==> src/sv/qrm_pkg.sv <==
// ----------------------------------------------------------------------------
// qrm_pkg
// Shared types, constants and helpers of the quaternion to rotation matrix
// core.
// ----------------------------------------------------------------------------
package qrm_pkg;

    // One in Q2.14.
    localparam logic signed [15:0] QONE  = 16'sd16384;
    // Number of quotient bits; every entry magnitude is at most 2^14.
    localparam int unsigned        Q_BITS = 15;
    // Width of the sum of squares.
    localparam int unsigned        N_W    = 33;
    // Width of the dividend and partial remainder.
    localparam int unsigned        REM_W  = 48;
    // Width of a signed numerator before scaling.
    localparam int unsigned        NUM_W  = 35;
    // Number of matrix entries.
    localparam int unsigned        N_ENT  = 9;

    typedef struct packed {
        logic signed [31:0] xx;
        logic signed [31:0] yy;
        logic signed [31:0] zz;
        logic signed [31:0] ww;
        logic signed [31:0] xy;
        logic signed [31:0] xz;
        logic signed [31:0] yz;
        logic signed [31:0] xw;
        logic signed [31:0] yw;
        logic signed [31:0] zw;
    } t_prod;

    typedef struct packed {
        logic [N_W-1:0]                    n;
        logic                              zero;
        logic [N_ENT-1:0]                  neg;
        logic [N_ENT-1:0][REM_W-1:0]       rem;
        logic [N_ENT-1:0][Q_BITS-1:0]      quo;
    } t_div;

    typedef struct packed {
        logic             neg;
        logic [REM_W-1:0] rem;
    } t_lane;

    // Build the rounded dividend |num| * 2^shift + n/2 and remember the sign.
    // Diagonal entries scale by 2^14, off-diagonal entries by 2^15.
    function automatic t_lane make_lane(input logic signed [NUM_W-1:0] num,
                                        input logic                    diag,
                                        input logic [N_W-1:0]          n);
        t_lane            l;
        logic [NUM_W-1:0] mag;
        logic [REM_W-1:0] sh;
        l.neg = num[NUM_W-1];
        mag   = l.neg ? NUM_W'(-num) : NUM_W'(num);
        sh    = diag ? (REM_W'(mag) << 14) : (REM_W'(mag) << 15);
        l.rem = sh + REM_W'(n >> 1);
        return l;
    endfunction

endpackage

==> src/sv/qrm_sum.sv <==
// ----------------------------------------------------------------------------
// qrm_sum
// Registered stage forming the norm and the nine rounded dividends.
// ----------------------------------------------------------------------------
module qrm_sum (
    input  logic             i_clk,
    input  logic             i_en,
    input  qrm_pkg::t_prod   i_prod,
    output qrm_pkg::t_div    o_div
);
    localparam int unsigned NW = qrm_pkg::NUM_W;

    logic [qrm_pkg::N_W-1:0]  n_sq;
    logic signed [NW-1:0]     s_n, s_xx, s_yy, s_zz;
    logic signed [NW-1:0]     s_xy, s_xz, s_yz, s_xw, s_yw, s_zw;
    qrm_pkg::t_lane           lanes [qrm_pkg::N_ENT];
    qrm_pkg::t_div            n_div;
    qrm_pkg::t_div            r_div;

    always_comb begin
        n_sq = qrm_pkg::N_W'($unsigned(i_prod.xx)) + qrm_pkg::N_W'($unsigned(i_prod.yy))
             + qrm_pkg::N_W'($unsigned(i_prod.zz)) + qrm_pkg::N_W'($unsigned(i_prod.ww));
        s_n  = $signed(NW'(n_sq));
        s_xx = NW'(i_prod.xx);
        s_yy = NW'(i_prod.yy);
        s_zz = NW'(i_prod.zz);
        s_xy = NW'(i_prod.xy);
        s_xz = NW'(i_prod.xz);
        s_yz = NW'(i_prod.yz);
        s_xw = NW'(i_prod.xw);
        s_yw = NW'(i_prod.yw);
        s_zw = NW'(i_prod.zw);

        lanes[0] = qrm_pkg::make_lane(s_n - ((s_yy + s_zz) <<< 1), 1'b1, n_sq);
        lanes[1] = qrm_pkg::make_lane(s_xy - s_zw, 1'b0, n_sq);
        lanes[2] = qrm_pkg::make_lane(s_xz + s_yw, 1'b0, n_sq);
        lanes[3] = qrm_pkg::make_lane(s_xy + s_zw, 1'b0, n_sq);
        lanes[4] = qrm_pkg::make_lane(s_n - ((s_xx + s_zz) <<< 1), 1'b1, n_sq);
        lanes[5] = qrm_pkg::make_lane(s_yz - s_xw, 1'b0, n_sq);
        lanes[6] = qrm_pkg::make_lane(s_xz - s_yw, 1'b0, n_sq);
        lanes[7] = qrm_pkg::make_lane(s_yz + s_xw, 1'b0, n_sq);
        lanes[8] = qrm_pkg::make_lane(s_n - ((s_xx + s_yy) <<< 1), 1'b1, n_sq);

        n_div.n    = n_sq;
        n_div.zero = (n_sq == '0);
        for (int l = 0; l < qrm_pkg::N_ENT; l++) begin
            n_div.neg[l] = lanes[l].neg;
            n_div.rem[l] = lanes[l].rem;
            n_div.quo[l] = '0;
        end
    end

    always_ff @(posedge i_clk) begin
        if (i_en) begin
            r_div <= n_div;
        end
    end

    assign o_div = r_div;
endmodule

==> config.mk <==
export PLATFORM = sky130hd
export DESIGN_NAME = qrm_sum
export DESIGN_NICKNAME = d
export VERILOG_FILES = /design/src/sv/qrm_pkg.sv /design/src/sv/qrm_sum.sv
export SDC_FILE = /design/constraint.sdc
export NUM_CORES = 2
export LEC_CHECK = 0
export ABC_AREA = 1
export BUFFER_PORTS_ARGS = -buffer_cell sky130_fd_sc_hd__buf_2
export CORE_MARGIN = 2
export CORE_UTILIZATION = 24
export DETAILED_ROUTE_END_ITERATION = 12
export GPL_ROUTABILITY_DRIVEN = 0
export GPL_TIMING_DRIVEN = 0
export SLEW_MARGIN = 20
export SYNTH_ARGS = -nofsm -noshare
export SYNTH_HDL_FRONTEND = slang
export SYNTH_SLANG_ARGS = --single-unit
export TNS_END_PERCENT = 100
==> constraint.sdc <==
create_clock -name i_clk -period 17.7 [get_ports i_clk]
set_input_delay 3.54 -clock i_clk [delete_from_list [all_inputs] [get_ports i_clk]]
set_output_delay 3.54 -clock i_clk [all_outputs]
set_load 0.005 [all_outputs]
==> run_results.csv <==
group,metric,value,unit
timing,period_needed,13.65,ns
synth,synth.most_common_cell,"nand2_1",
clock_tree,cts_setup_buffers,0,
global_routing,track_usage,19.4,%
synth,synth_edf_count,341,
worst_setup_path,max_stage_delay,0.62,ns
cells_and_area,final_layout_size_suffix_gt1_share,15.7,%
worst_setup_path,cpMostUsedCell,"nand3_1",
clock_tree,h-tree-depth,2,
clock_tree,postCtsHoldBufs,0,
timing,finalCritPeriodShare,77.1,%
cells_and_area,largest_register_ffs,341,
synth,syn_inst,8655,
synth,ys.flop_type,"edfxtp_1",
synth,synth_top_area_share,17.9,%
synth,synth_area,0.0572,mm^2
floorplanning,num_io_pins,932,
synth,synth_area_leaders,"edfxtp_1 (18%), nand2_1 (13%), ha_1 (13%), inv_1 (8.6%), xor2_1 (7.8%)",
worst_setup_path,cp.arrival,14.04,ns
cells_and_area,fin_nets,10700,
route,wire_per_inst,18.9,um
clock_tree,clk_pin_slew,0.06,ns
route,routed_wl,244,mm
floorplanning,start_util,24.1,%
timing,worst_slew_margin_rel,18.3,%
clock_tree,cts.sinks,341,
floorplanning,die-height,492,um
place,port_buffers,796,
floorplanning,dieArea,0.242,mm^2
global_routing,grt_pass1_wl,352,mm
worst_setup_path,critPathKind,"input pin to flop",
cells_and_area,syn_to_final_growth,19.6,%
synth,yosysWarnings,0,
worst_setup_path,cp_max_fo,10,
synth,synth_commonest_cells,"nand2_1 (2055), inv_1 (1312), nor2_1 (907)",
worst_setup_path,crit_path_end_kind,"flop",
timing,tightest_slew,1.22,ns
global_routing,grt_antenna_before_repair,62,
synth,synthArstFlopShare,0,%
worst_setup_path,critPathRequiredTime,18.09,ns
route,drt_pass1_iterations,8,
floorplanning,core,0.237,mm^2
clock_tree,clockBufferDepth,3,
clock_tree,cts_tree,"yes",
timing,hold_viol_final,0,
global_routing,grt_max_degree,87,
route,dr_total_vias,59900,
route,dr.first_iter.drc_count,5301,
floorplanning,die_x,492,um
synth,synth_area_leader_cell,"edfxtp_1",
timing,slew_viol_final,0,
worst_setup_path,cpMaxStageDelayCell,"xor2_1",
clock_tree,post_cts_resized,0,
synth,synth.distinct_cells,78,
timing,finalSetupViolCount,0,
place,detailed_place_hpwl,212,mm
outcome,status,"finished clean",
global_routing,first_global_vias,54900,
timing,max_clock_freq,73.3,MHz
route,ant_nets,0,
route,viasPerCell,4.64,
timing,whs,3.28,ns
hold_path,min-delay-path-class,"input pin to flop",
synth,ys_ff_latch,341,
route,drcViolationCount,0,
clock_tree,cts_buffers,47,
synth,ys_seq_area_share,17.9,%
worst_setup_path,crit_path_start_kind,"input pin",
timing,rsz0062_at_grt,"false",
floorplanning,rows,179,
clock_tree,cts_root_buffer,"clkbuf_16",
run,max_cap_violations,0,
global_routing,grt_overflow,0,
synth,avgSynthCellArea,6.61,um^2
[cells by family (layout without fill, tap and decap cells)]
kind of cell	after synthesis	count (layout)	share of synthesized area (%)
XOR/XNOR	698	698	11.0
adder cells (fa/ha/maj)	661	661	15.6
AND/OR/NAND/NOR	4104	4104	31.0
buffers and inverters	1716	2645	13.3
flip-flops	341	341	17.9
multiplexers	1	1	0.0175
AO/OA/AOI/OAI	1133	1133	11.3
other	1	158	0.00656
[cell type report]
class,instances,area [um^2]
tap,3167,3960
inverter,1345,5060
sequential,341,10200
clock inverter,36,322
fill,26400,169000
antenna,23,57.6
multi-input combinational,6732,40100
timing repair buffer,841,4920
clock buffer,52,1190
buffer,371,2540
[metrics by stage]
stage	instances	worst slack, ns	utilization [%]	setup TNS, ns	instance area [um^2]
after floorplan	8789	6.30	-	0	57700
after global placement	12800	-1.30	27.6	-27.15	65600
after detailed placement	12800	3.43	28.1	0	66800
after CTS	12900	4.15	28.8	0	68300
after global routing	12900	3.30	28.8	0	68300
final	12900	4.05	28.8	0	68400
[per-layer routing]
layer	GRT usage [%]	vias to the layer above	share of wire, %
met5	0	-	0.050
met4	8.20	20	4.8
met3	3.28	357	8.8
met2	29.8	2452	42
met1	26.6	27300	44
li1	-	29800	-
[path summary, 6_finish.rpt]
path,slack (ns),startpoint,cells past startpoint,endpoint
max,4.05,i_prod[225],52,o_div[369]$_DFFE_PP_
min,3.28,i_en,1,o_div[577]$_DFFE_PP_
[critical path, delay by kind of cell]
kind	cells	cell delay, ns
xor+xnor	3	1.28
simple gates	22	2.76
fa+ha+maj	6	1.99
buf+inv	13	1.95
compound gates	8	2.49
[layout by cell type (no fill, tap or decap), types with 135 or more instances in the layout]
| cell | n |
|---|---|
| nand3_1 | 582 |
| o21ai_0 | 249 |
| buf_4 | 275 |
| nand4_1 | 171 |
| nand2_1 | 2052 |
| buf_2 | 845 |
| xnor2_1 | 166 |
| conb_1 | 135 |
| ha_1 | 576 |
| a21oi_1 | 574 |
| nor2_1 | 907 |
| inv_1 | 1309 |
| edfxtp_1 | 341 |
| xor2_1 | 497 |
Power is left out: the tool's default activity adds up to more than one toggle a clock period on the data nets, which glitch-free logic cannot reach.
