**src/sv/qrm_pkg.sv**
```systemverilog
// ----------------------------------------------------------------------------
// qrm_pkg
// Shared types, constants and helpers of the quaternion to rotation matrix
// core.
// ----------------------------------------------------------------------------
package qrm_pkg;

    // One in Q2.14.
    localparam logic signed [15:0] QONE  = 16'sd16384;
    // Number of quotient bits; every entry magnitude is at most 2^14.
    localparam int unsigned        Q_BITS = 15;
    // Width of the sum of squares.
    localparam int unsigned        N_W    = 33;
    // Width of the dividend and partial remainder.
    localparam int unsigned        REM_W  = 48;
    // Width of a signed numerator before scaling.
    localparam int unsigned        NUM_W  = 35;
    // Number of matrix entries.
    localparam int unsigned        N_ENT  = 9;

    typedef struct packed {
        logic signed [31:0] xx;
        logic signed [31:0] yy;
        logic signed [31:0] zz;
        logic signed [31:0] ww;
        logic signed [31:0] xy;
        logic signed [31:0] xz;
        logic signed [31:0] yz;
        logic signed [31:0] xw;
        logic signed [31:0] yw;
        logic signed [31:0] zw;
    } t_prod;

    typedef struct packed {
        logic [N_W-1:0]                    n;
        logic                              zero;
        logic [N_ENT-1:0]                  neg;
        logic [N_ENT-1:0][REM_W-1:0]       rem;
        logic [N_ENT-1:0][Q_BITS-1:0]      quo;
    } t_div;

    typedef struct packed {
        logic             neg;
        logic [REM_W-1:0] rem;
    } t_lane;

    // Build the rounded dividend |num| * 2^shift + n/2 and remember the sign.
    // Diagonal entries scale by 2^14, off-diagonal entries by 2^15.
    function automatic t_lane make_lane(input logic signed [NUM_W-1:0] num,
                                        input logic                    diag,
                                        input logic [N_W-1:0]          n);
        t_lane            l;
        logic [NUM_W-1:0] mag;
        logic [REM_W-1:0] sh;
        l.neg = num[NUM_W-1];
        mag   = l.neg ? NUM_W'(-num) : NUM_W'(num);
        sh    = diag ? (REM_W'(mag) << 14) : (REM_W'(mag) << 15);
        l.rem = sh + REM_W'(n >> 1);
        return l;
    endfunction

endpackage

```
**src/sv/qrm_div_step.sv**
```systemverilog
// ----------------------------------------------------------------------------
// qrm_div_step
// One registered restoring-division step that settles quotient bit SH of all
// nine entries.
// ----------------------------------------------------------------------------
module qrm_div_step #(
    parameter int unsigned SH = 14
) (
    input  logic            i_clk,
    input  logic            i_en,
    input  qrm_pkg::t_div   i_div,
    output qrm_pkg::t_div   o_div
);
    logic [qrm_pkg::REM_W-1:0] trial;
    qrm_pkg::t_div             n_div;
    qrm_pkg::t_div             r_div;

    assign trial = qrm_pkg::REM_W'(i_div.n) << SH;

    always_comb begin
        n_div = i_div;
        for (int l = 0; l < qrm_pkg::N_ENT; l++) begin
            if (i_div.rem[l] >= trial) begin
                n_div.rem[l]     = i_div.rem[l] - trial;
                n_div.quo[l][SH] = 1'b1;
            end
        end
    end

    always_ff @(posedge i_clk) begin
        if (i_en) begin
            r_div <= n_div;
        end
    end

    assign o_div = r_div;
endmodule

```
**config.mk**
```make
export PLATFORM = sky130hd
export DESIGN_NAME = qrm_div_step
export DESIGN_NICKNAME = d
export VERILOG_FILES = /design/src/sv/qrm_pkg.sv /design/src/sv/qrm_div_step.sv
export SDC_FILE = /design/constraint.sdc
export NUM_CORES = 1
export LEC_CHECK = 0
export BUFFER_PORTS_ARGS = -buffer_cell sky130_fd_sc_hd__buf_4
export CAP_MARGIN = 25
export CORE_AREA = 5 5 468 470
export CTS_BUF_LIST = sky130_fd_sc_hd__clkbuf_8
export DETAILED_ROUTE_END_ITERATION = 8
export DIE_AREA = 0 0 473 475
export PLACE_DENSITY = 0.4
export SETUP_SLACK_MARGIN = 0.15
export SLEW_MARGIN = 0
export SYNTH_ARGS = -nofsm -noshare
export SYNTH_HDL_FRONTEND = slang
export SYNTH_SLANG_ARGS = --single-unit
export TNS_END_PERCENT = 10
```
**constraint.sdc**
```tcl
create_clock -name i_clk -period 7.5 [get_ports i_clk]
set_clock_uncertainty 0.05 [all_clocks]
set_input_delay 0 -clock i_clk [delete_from_list [all_inputs] [get_ports i_clk]]
set_output_delay 0 -clock i_clk [all_outputs]
set_load 0.02 [all_outputs]
```
==> flow_metrics.tcl, run 1 <==
set metrics [dict create \
    run_status "finished clean" \
    synth.area.top_cells "sky130_fd_sc_hd__edfxtp_1, sky130_fd_sc_hd__ha_1, sky130_fd_sc_hd__a21oi_1" \
    largest_reg_flops 610 \
    post-synth-top-area-cell "sky130_fd_sc_hd__edfxtp_1" \
    post_synth_fa_ha_maj_area_fraction_pct 10.3 \
    io-pin-count 1222 \
    fillCellCount 22247 \
    crit_path_max_fanout 37 \
    drv.max_cap_violation_count 0 \
    clockPowerShare_pct 28.3 \
    cp-end-kind "flop" \
    die_height_um 475 \
    post_route_insts_no_fill 9149 \
    worstPathRequired_ps 8220 \
    globalRouteOverflowTotal 0 \
    placementRows 170 \
    synth-edff-count 610 \
    fin_crit_ps 5110 \
    fin_setup_tns_ps 0 \
    place.detailed.hpwl_mm 187 \
    clk_root_buffer_cell "sky130_fd_sc_hd__clkbuf_8" \
    timing.final.hold_violations 0 \
    internal-power_mw 8.32 \
    regArea_um2 18300 \
    vias_per_cell 4.36 \
    vdd_drop_max_mv 0.172 \
    met2_wirelength_mm 118 \
    detail_route.first_pass.iterations 8 \
    critPathKind "input pin to flop" \
    dr_wl_met3_mm 19.1 \
    seq_power_share_pct 34.6 \
    die_area_um2 225000 \
    synth_top_cell_area_share_pct 48.6 \
    timing.critical_path.arrival_ps 5830 \
    synth_ff_type "sky130_fd_sc_hd__edfxtp_1" \
    synth_area_um2 37700 \
    max_root_sink_buffers 3 \
    ys_seq_area_share_pct 48.6 \
    gp_congestion 0.896 \
    numCtsBuffers 133 \
    startpoint_type "input pin" \
    period_utilization_post_route_pct 68.1 \
    nets 7104 \
    global_route.usage.total_pct 20.8 \
    via_count 39862 \
    cts_post_setup_buffers_inserted 0 \
    multiplexer_fraction_of_the_synthesized_cell_area_pct 3.09 \
    postRouteWirelength_mm 245 \
    worst_slew_pin_slew_ps 988 \
    post_synth_xor_area_fraction_pct 5.88 \
    dp_cells 7450 \
    drv_slew 0 \
    clkSlewWorstSetupHoldPaths_ps 60 \
    synth_compound_area_share_pct 18.6 \
    routed.top_layer "met5" \
    clock-sinks 610 \
    portBuffers 1221 \
    synthCells 3452 \
    powerDensity_nw_per_um2 193 \
    synth_nets 4370 \
    synth_top_family_by_area "compound AO/OA/AOI/OAI gates" \
    drt_drc_violations_left 0 \
    setup_repair_after_global_routing_missed_its_margin "false" \
    net-switching-power_mw 4.62 \
    avgRoutedWirePerCell_um 26.8 \
    area_growth_pct 78.4 \
    pin_count_of_the_biggest_net_entering_global_routing 147 \
    achievable-frequency_mhz 196 \
    drive_above_1_share_pct 25.0 \
    floorplan.initialDensity_pct 17.6 \
    basic_gate_share_of_the_synthesized_area_counting_and_or_nand_and_nor_cells_pct 10.9 \
    synth-async-reset-ratio_pct 0 \
    timing.max_slew.rel_slack_pct 34.1 \
    hold_class "input pin to flop" \
    drt_first_iter_violations 2597 \
    grt_pass1_vias 41040 \
    initial_antenna_violation_count 87 \
    power_switching_share_pct 35.7 \
    synth_seq_cells 610 \
    ys_types 104 \
    post_cts_hold_buffer_count 1438 \
    wl_met1_mm 97.8 \
    route.antenna.remaining_nets 0 \
    cts.repair.resized 0 \
    power_leakage_nw 28.1 \
    multiInputGateArea_um2 18400 \
    synth.avg_cell_area_um2 10.9 \
    htree_levels 4 \
    fp.coreArea_um2 214000 \
    fp.dieW_um 473 \
    synth_warnings 0 \
    tritoncts "built" \
    final-setup-viol-count 0 \
    grt_first_pass_wirelength_mm 328 \
    comb_power_share_pct 37.1 \
]
[through the flow]
step	hold slack (ps)	util (%)	setup WS, ps	cell area (um^2)	power (mW)
after floorplan	48.9	-	4430	37700	6.48
after global placement	128	23.5	2600	50300	8.47
after detailed placement	129	23.5	2500	50300	8.46
after CTS	2.03	31.4	2340	67100	13.2
after global routing	22.6	31.4	2140	67200	13.6
final	113	31.4	2390	67200	12.9
[worst paths after layout]
path / start / cells past startpoint / slack, ps / to
setup / recovery: i_div[578] / 17 / 2390 / o_div[416]$_DFFE_PP_
hold / removal: i_div[154] / 4 / 110 / o_div[154]$_DFFE_PP_
[worst max-delay path, stage by stage]
cell and delay [ps]:
sky130_fd_sc_hd__dlygate4sd3_1 610, sky130_fd_sc_hd__buf_4 150, sky130_fd_sc_hd__clkinv_2 480, sky130_fd_sc_hd__fa_1 710
sky130_fd_sc_hd__a41oi_1 180, sky130_fd_sc_hd__o21ai_1 130, sky130_fd_sc_hd__a211oi_2 270, sky130_fd_sc_hd__nor2_1 80
sky130_fd_sc_hd__a211o_1 330, sky130_fd_sc_hd__a21oi_1 190, sky130_fd_sc_hd__o21ai_1 130, sky130_fd_sc_hd__a31oi_4 810
sky130_fd_sc_hd__buf_4 430, sky130_fd_sc_hd__nand2_1 80, sky130_fd_sc_hd__dlygate4sd3_1 550, sky130_fd_sc_hd__o21ai_0 80
sky130_fd_sc_hd__dlygate4sd3_1 570
[synth_stat cells, types with 30 or more instances]
library cell,count
sky130_fd_sc_hd__a21o_1,161
sky130_fd_sc_hd__and3_1,41
sky130_fd_sc_hd__ha_1,297
sky130_fd_sc_hd__o21bai_1,53
sky130_fd_sc_hd__mux2_2,37
sky130_fd_sc_hd__nor2_1,243
sky130_fd_sc_hd__inv_1,131
sky130_fd_sc_hd__a21oi_1,379
sky130_fd_sc_hd__nand2b_1,33
sky130_fd_sc_hd__xnor2_1,154
sky130_fd_sc_hd__clkbuf_1,62
sky130_fd_sc_hd__nand3_1,56
sky130_fd_sc_hd__nor2b_1,30
sky130_fd_sc_hd__nand2_1,244
sky130_fd_sc_hd__nand4_1,40
sky130_fd_sc_hd__nor3_1,37
sky130_fd_sc_hd__a31oi_1,41
sky130_fd_sc_hd__o21ai_0,202
sky130_fd_sc_hd__xor2_1,99
sky130_fd_sc_hd__edfxtp_1,610
sky130_fd_sc_hd__mux2_1,49
[metal layers]
layer | track usage (%) | vias to the layer above
li1 | - | 18667
met1 | 24.5 | 19273
met2 | 36.0 | 1547
met3 | 6.07 | 351
met4 | 7.72 | 24
met5 | 0 | -
[cell families after synthesis]
logic type,after synthesis
AOI/OAI and AO/OA,1100
xor gates and xnor gates,253
adders and majority gates,306
buffers and inverters,232
DFF,610
muxes,101
and+or+nand+nor,850
[power by group through the flow]
| stage | Clock [mW] | Combinational, mW | Sequential (mW) |
|---|---|---|---|
| 6_report | 3.66 | 4.80 | 4.48 |
| 5_1_grt | 3.99 | 5.13 | 4.51 |
| 4_1_cts | 3.86 | 4.83 | 4.48 |
| 3_5_place_dp | 0 | 3.92 | 4.54 |
| 3_3_place_gp | 0 | 3.93 | 4.55 |
| 2_1_floorplan | 0 | 1.50 | 4.99 |
[final cells by class]
| type | instances | share of cell area, % |
|---|---|---|
| Antenna cell | 32 | 0.119 |
| Clock buffer | 135 | 2.76 |
| Clock inverter | 93 | 0.901 |
| Inverter | 131 | 0.733 |
| Multi-Input combinational cell | 2610 | 27.4 |
| Sequential cell | 610 | 27.2 |
| Tap cell | 2838 | 5.28 |
| Timing Repair Buffer | 2700 | 35.6 |
[placed cells by master, fill, tap and decap left out, types with 28 or more instances in the layout]
| cell type | count |
|---|---|
| sky130_fd_sc_hd__buf_4 | 1256 |
| sky130_fd_sc_hd__o21ai_0 | 202 |
| sky130_fd_sc_hd__nand3_1 | 56 |
| sky130_fd_sc_hd__mux2_1 | 49 |
| sky130_fd_sc_hd__o21a_1 | 28 |
| sky130_fd_sc_hd__o21bai_1 | 53 |
| sky130_fd_sc_hd__nand2_1 | 244 |
| sky130_fd_sc_hd__nor2_1 | 243 |
| sky130_fd_sc_hd__a21oi_1 | 378 |
| sky130_fd_sc_hd__a21o_1 | 161 |
| sky130_fd_sc_hd__nor2b_1 | 30 |
| sky130_fd_sc_hd__edfxtp_1 | 610 |
| sky130_fd_sc_hd__diode_2 | 32 |
| sky130_fd_sc_hd__and3_1 | 41 |
| sky130_fd_sc_hd__inv_1 | 123 |
| sky130_fd_sc_hd__ha_1 | 297 |
| sky130_fd_sc_hd__mux2_2 | 37 |
| sky130_fd_sc_hd__clkinv_1 | 33 |
| sky130_fd_sc_hd__clkbuf_8 | 135 |
| sky130_fd_sc_hd__dlygate4sd3_1 | 1438 |
| sky130_fd_sc_hd__xor2_1 | 99 |
| sky130_fd_sc_hd__a31oi_1 | 41 |
| sky130_fd_sc_hd__nor3_1 | 37 |
| sky130_fd_sc_hd__nand2b_1 | 33 |
| sky130_fd_sc_hd__inv_2 | 29 |
| sky130_fd_sc_hd__xnor2_1 | 154 |
| sky130_fd_sc_hd__nand4_1 | 40 |
Power figures use the tool's default switching activity.
==> run 2, diff against run 1 <==
--- a/config.mk
+++ b/config.mk
@@ -11,7 +11,7 @@
 export CTS_BUF_LIST = sky130_fd_sc_hd__clkbuf_8
 export DETAILED_ROUTE_END_ITERATION = 8
 export DIE_AREA = 0 0 473 475
-export PLACE_DENSITY = 0.4
+export PLACE_DENSITY = 0.41
 export SETUP_SLACK_MARGIN = 0.15
 export SLEW_MARGIN = 0
 export SYNTH_ARGS = -nofsm -noshare
==> constraint.sdc (replaced) <==
create_clock -name i_clk -period 4.2 [get_ports i_clk]
set_clock_uncertainty 0.05 [all_clocks]
set_input_delay 0 -clock i_clk [delete_from_list [all_inputs] [get_ports i_clk]]
set_output_delay 0 -clock i_clk [all_outputs]
set_load 0.02 [all_outputs]
==> flow_metrics.tcl, run 2 (synthesis gave the netlist of run 1 again) <==
set metrics [dict create \
    drv.max_cap_violation_count 0 \
    grt_util_met3_pct 5.59 \
    vdd_drop_max_mv 0.302 \
    grt_pass1_vias 41562 \
    busiest_layer "met2" \
    drv_slew 0 \
    via_count 40541 \
    fin_crit_ps 4070 \
    largest_reg_flops 610 \
    setup_repair_after_global_routing_missed_its_margin "true" \
    die_height_um 475 \
    globalRouteMet1Util_pct 24.0 \
    timing.critical_path.arrival_ps 4640 \
    pin_count_of_the_biggest_net_entering_global_routing 86 \
    floorplan.initialDensity_pct 17.6 \
    period_utilization_post_route_pct 96.8 \
    fin_setup_tns_ps 0 \
    global_route.usage.total_pct 20.6 \
    postRouteWirelength_mm 243 \
    detail_route.first_pass.iterations 6 \
    most_frequent_standard_cell_in_the_layout_excluding_fill_and_tap_cells "sky130_fd_sc_hd__dlygate4sd3_1" \
    place.detailed.hpwl_mm 189 \
    timing.final.hold_violations 0 \
    achievable-frequency_mhz 246 \
    powerDensity_nw_per_um2 348 \
    max_root_sink_buffers 3 \
    area_growth_pct 80.9 \
    numCtsBuffers 136 \
    fp.dieW_um 473 \
    drt_drc_violations_left 0 \
    avgRoutedWirePerCell_um 26.4 \
    crit_path_max_fanout 7 \
    clkSlewWorstSetupHoldPaths_ps 60 \
    clk_root_buffer_cell "sky130_fd_sc_hd__clkbuf_8" \
    io-pin-count 1222 \
    initial_antenna_violation_count 86 \
    die_area_um2 225000 \
    route.antenna.remaining_nets 0 \
    placed_cell_area_um2 51000 \
    portBuffers 1221 \
    run_status "finished clean" \
    fraction_of_the_core_area_covered_by_cells_at_the_end_of_the_flow_pct 31.8 \
    htree_levels 4 \
    hold_class "input pin to flop" \
    cp-end-kind "flop" \
    startpoint_type "input pin" \
    summed_area_of_non_filler_cells_in_the_final_layout_um2 68100 \
    worstPathRequired_ps 4780 \
    vias_per_cell 4.39 \
    power_leakage_nw 28.6 \
    drt_first_iter_violations 2695 \
    globalRouteOverflowTotal 0 \
    grt_first_pass_wirelength_mm 326 \
    critPathKind "input pin to flop" \
    nets 7160 \
    gp_congestion 0.903 \
    critPathLaunch "i_div[594]" \
    timing.max_slew.rel_slack_pct 38.9 \
    most-common-layout-cells "sky130_fd_sc_hd__dlygate4sd3_1, sky130_fd_sc_hd__buf_4, sky130_fd_sc_hd__edfxtp_1, sky130_fd_sc_hd__a21oi_1, sky130_fd_sc_hd__ha_1" \
    drive_above_1_share_pct 25.9 \
    clock-sinks 610 \
    design_power_total_mw 23.7 \
    tritoncts "built" \
    placementRows 170 \
    worst_slew_pin_slew_ps 913 \
    fin_worst_hold_slack_ps 83.7 \
    critical_path.endpoint "o_div[421]$_DFFE_PP_" \
    global_route.usage.met2_pct 35.8 \
    fp.coreArea_um2 214000 \
    final-setup-viol-count 0 \
]
run 2: cell count changes in the layout (fill, tap and decap cells not counted), sizes merged:
cell	delta
buf	+64
dlygate4sd3	-11
o211ai	+1
clkinv	-14
diode	+8
clkinvlp	+2
bufinv	+6
inv	+21
run 2: through the flow:
stage	cells	setup slack [ps]
after detailed placement	7511	269
final	9226	134
after global placement	7511	214
after global routing	9214	9.28
after floorplan	3452	1130
after CTS	9182	161
run 2: final cells by class:
type	instances	area, um^2
Fill cell	22200	146000
Timing Repair Buffer	2752	24500
Multi-Input combinational cell	2611	18400
Sequential cell	610	18300
Tap cell	2838	3550
Clock buffer	136	1870
Clock inverter	108	850
Inverter	131	492
Antenna cell	40	100
run 2: critical path: stages:
cell                            delay [ps]
sky130_fd_sc_hd__dlygate4sd3_1         600
sky130_fd_sc_hd__buf_4                 160
sky130_fd_sc_hd__inv_2                 400
sky130_fd_sc_hd__buf_4                 320
sky130_fd_sc_hd__ha_1                  330
sky130_fd_sc_hd__a21o_1                190
sky130_fd_sc_hd__a21o_1                170
sky130_fd_sc_hd__a2111oi_0             620
sky130_fd_sc_hd__nor3b_1               110
sky130_fd_sc_hd__a211o_1               310
sky130_fd_sc_hd__a41o_1                290
sky130_fd_sc_hd__a311oi_2              300
sky130_fd_sc_hd__xor2_1                180
sky130_fd_sc_hd__o21ai_1                70
sky130_fd_sc_hd__dlygate4sd3_1         550
run 2: worst min-delay path by stage:
| stage | from | end | slack (ps) | cells after the start |
|---|---|---|---|---|
| 2_1_floorplan | i_div[0] | o_div[0]$_DFFE_PP_ | 50 | 0 |
| 3_3_place_gp | i_div[49] | o_div[49]$_DFFE_PP_ | 130 | 1 |
| 3_5_place_dp | i_div[2] | o_div[2]$_DFFE_PP_ | 130 | 1 |
| 4_1_cts | i_div[443] | o_div[443]$_DFFE_PP_ | 1 | 5 |
| 5_1_grt | i_div[364] | o_div[364]$_DFFE_PP_ | 10 | 4 |
| 6_report | i_div[462] | o_div[462]$_DFFE_PP_ | 80 | 4 |
run 2: what timing repair did:
action	4_1_cts	5_1_grt
hold buffers	1427	0
setup buffers	0	3
hold endpoints to repair	1220	0
resized for setup	0	5
endpoints found under the setup margin	0	51
run 2: per-layer routing:
layer  up-vias  part of all wire, %
li1      18825                    -
met1     19726                   40
met2      1590                   48
met3       376                  7.3
met4        24                  4.5
met5         -                0.066
run 2: where the power goes:
group	switching, mW	internal, mW	leakage [nW]
Clock	3.40	3.72	1.53
Sequential	0.350	7.65	5.97
Combinational	4.62	3.97	21.1
Total	8.37	15.3	28.6
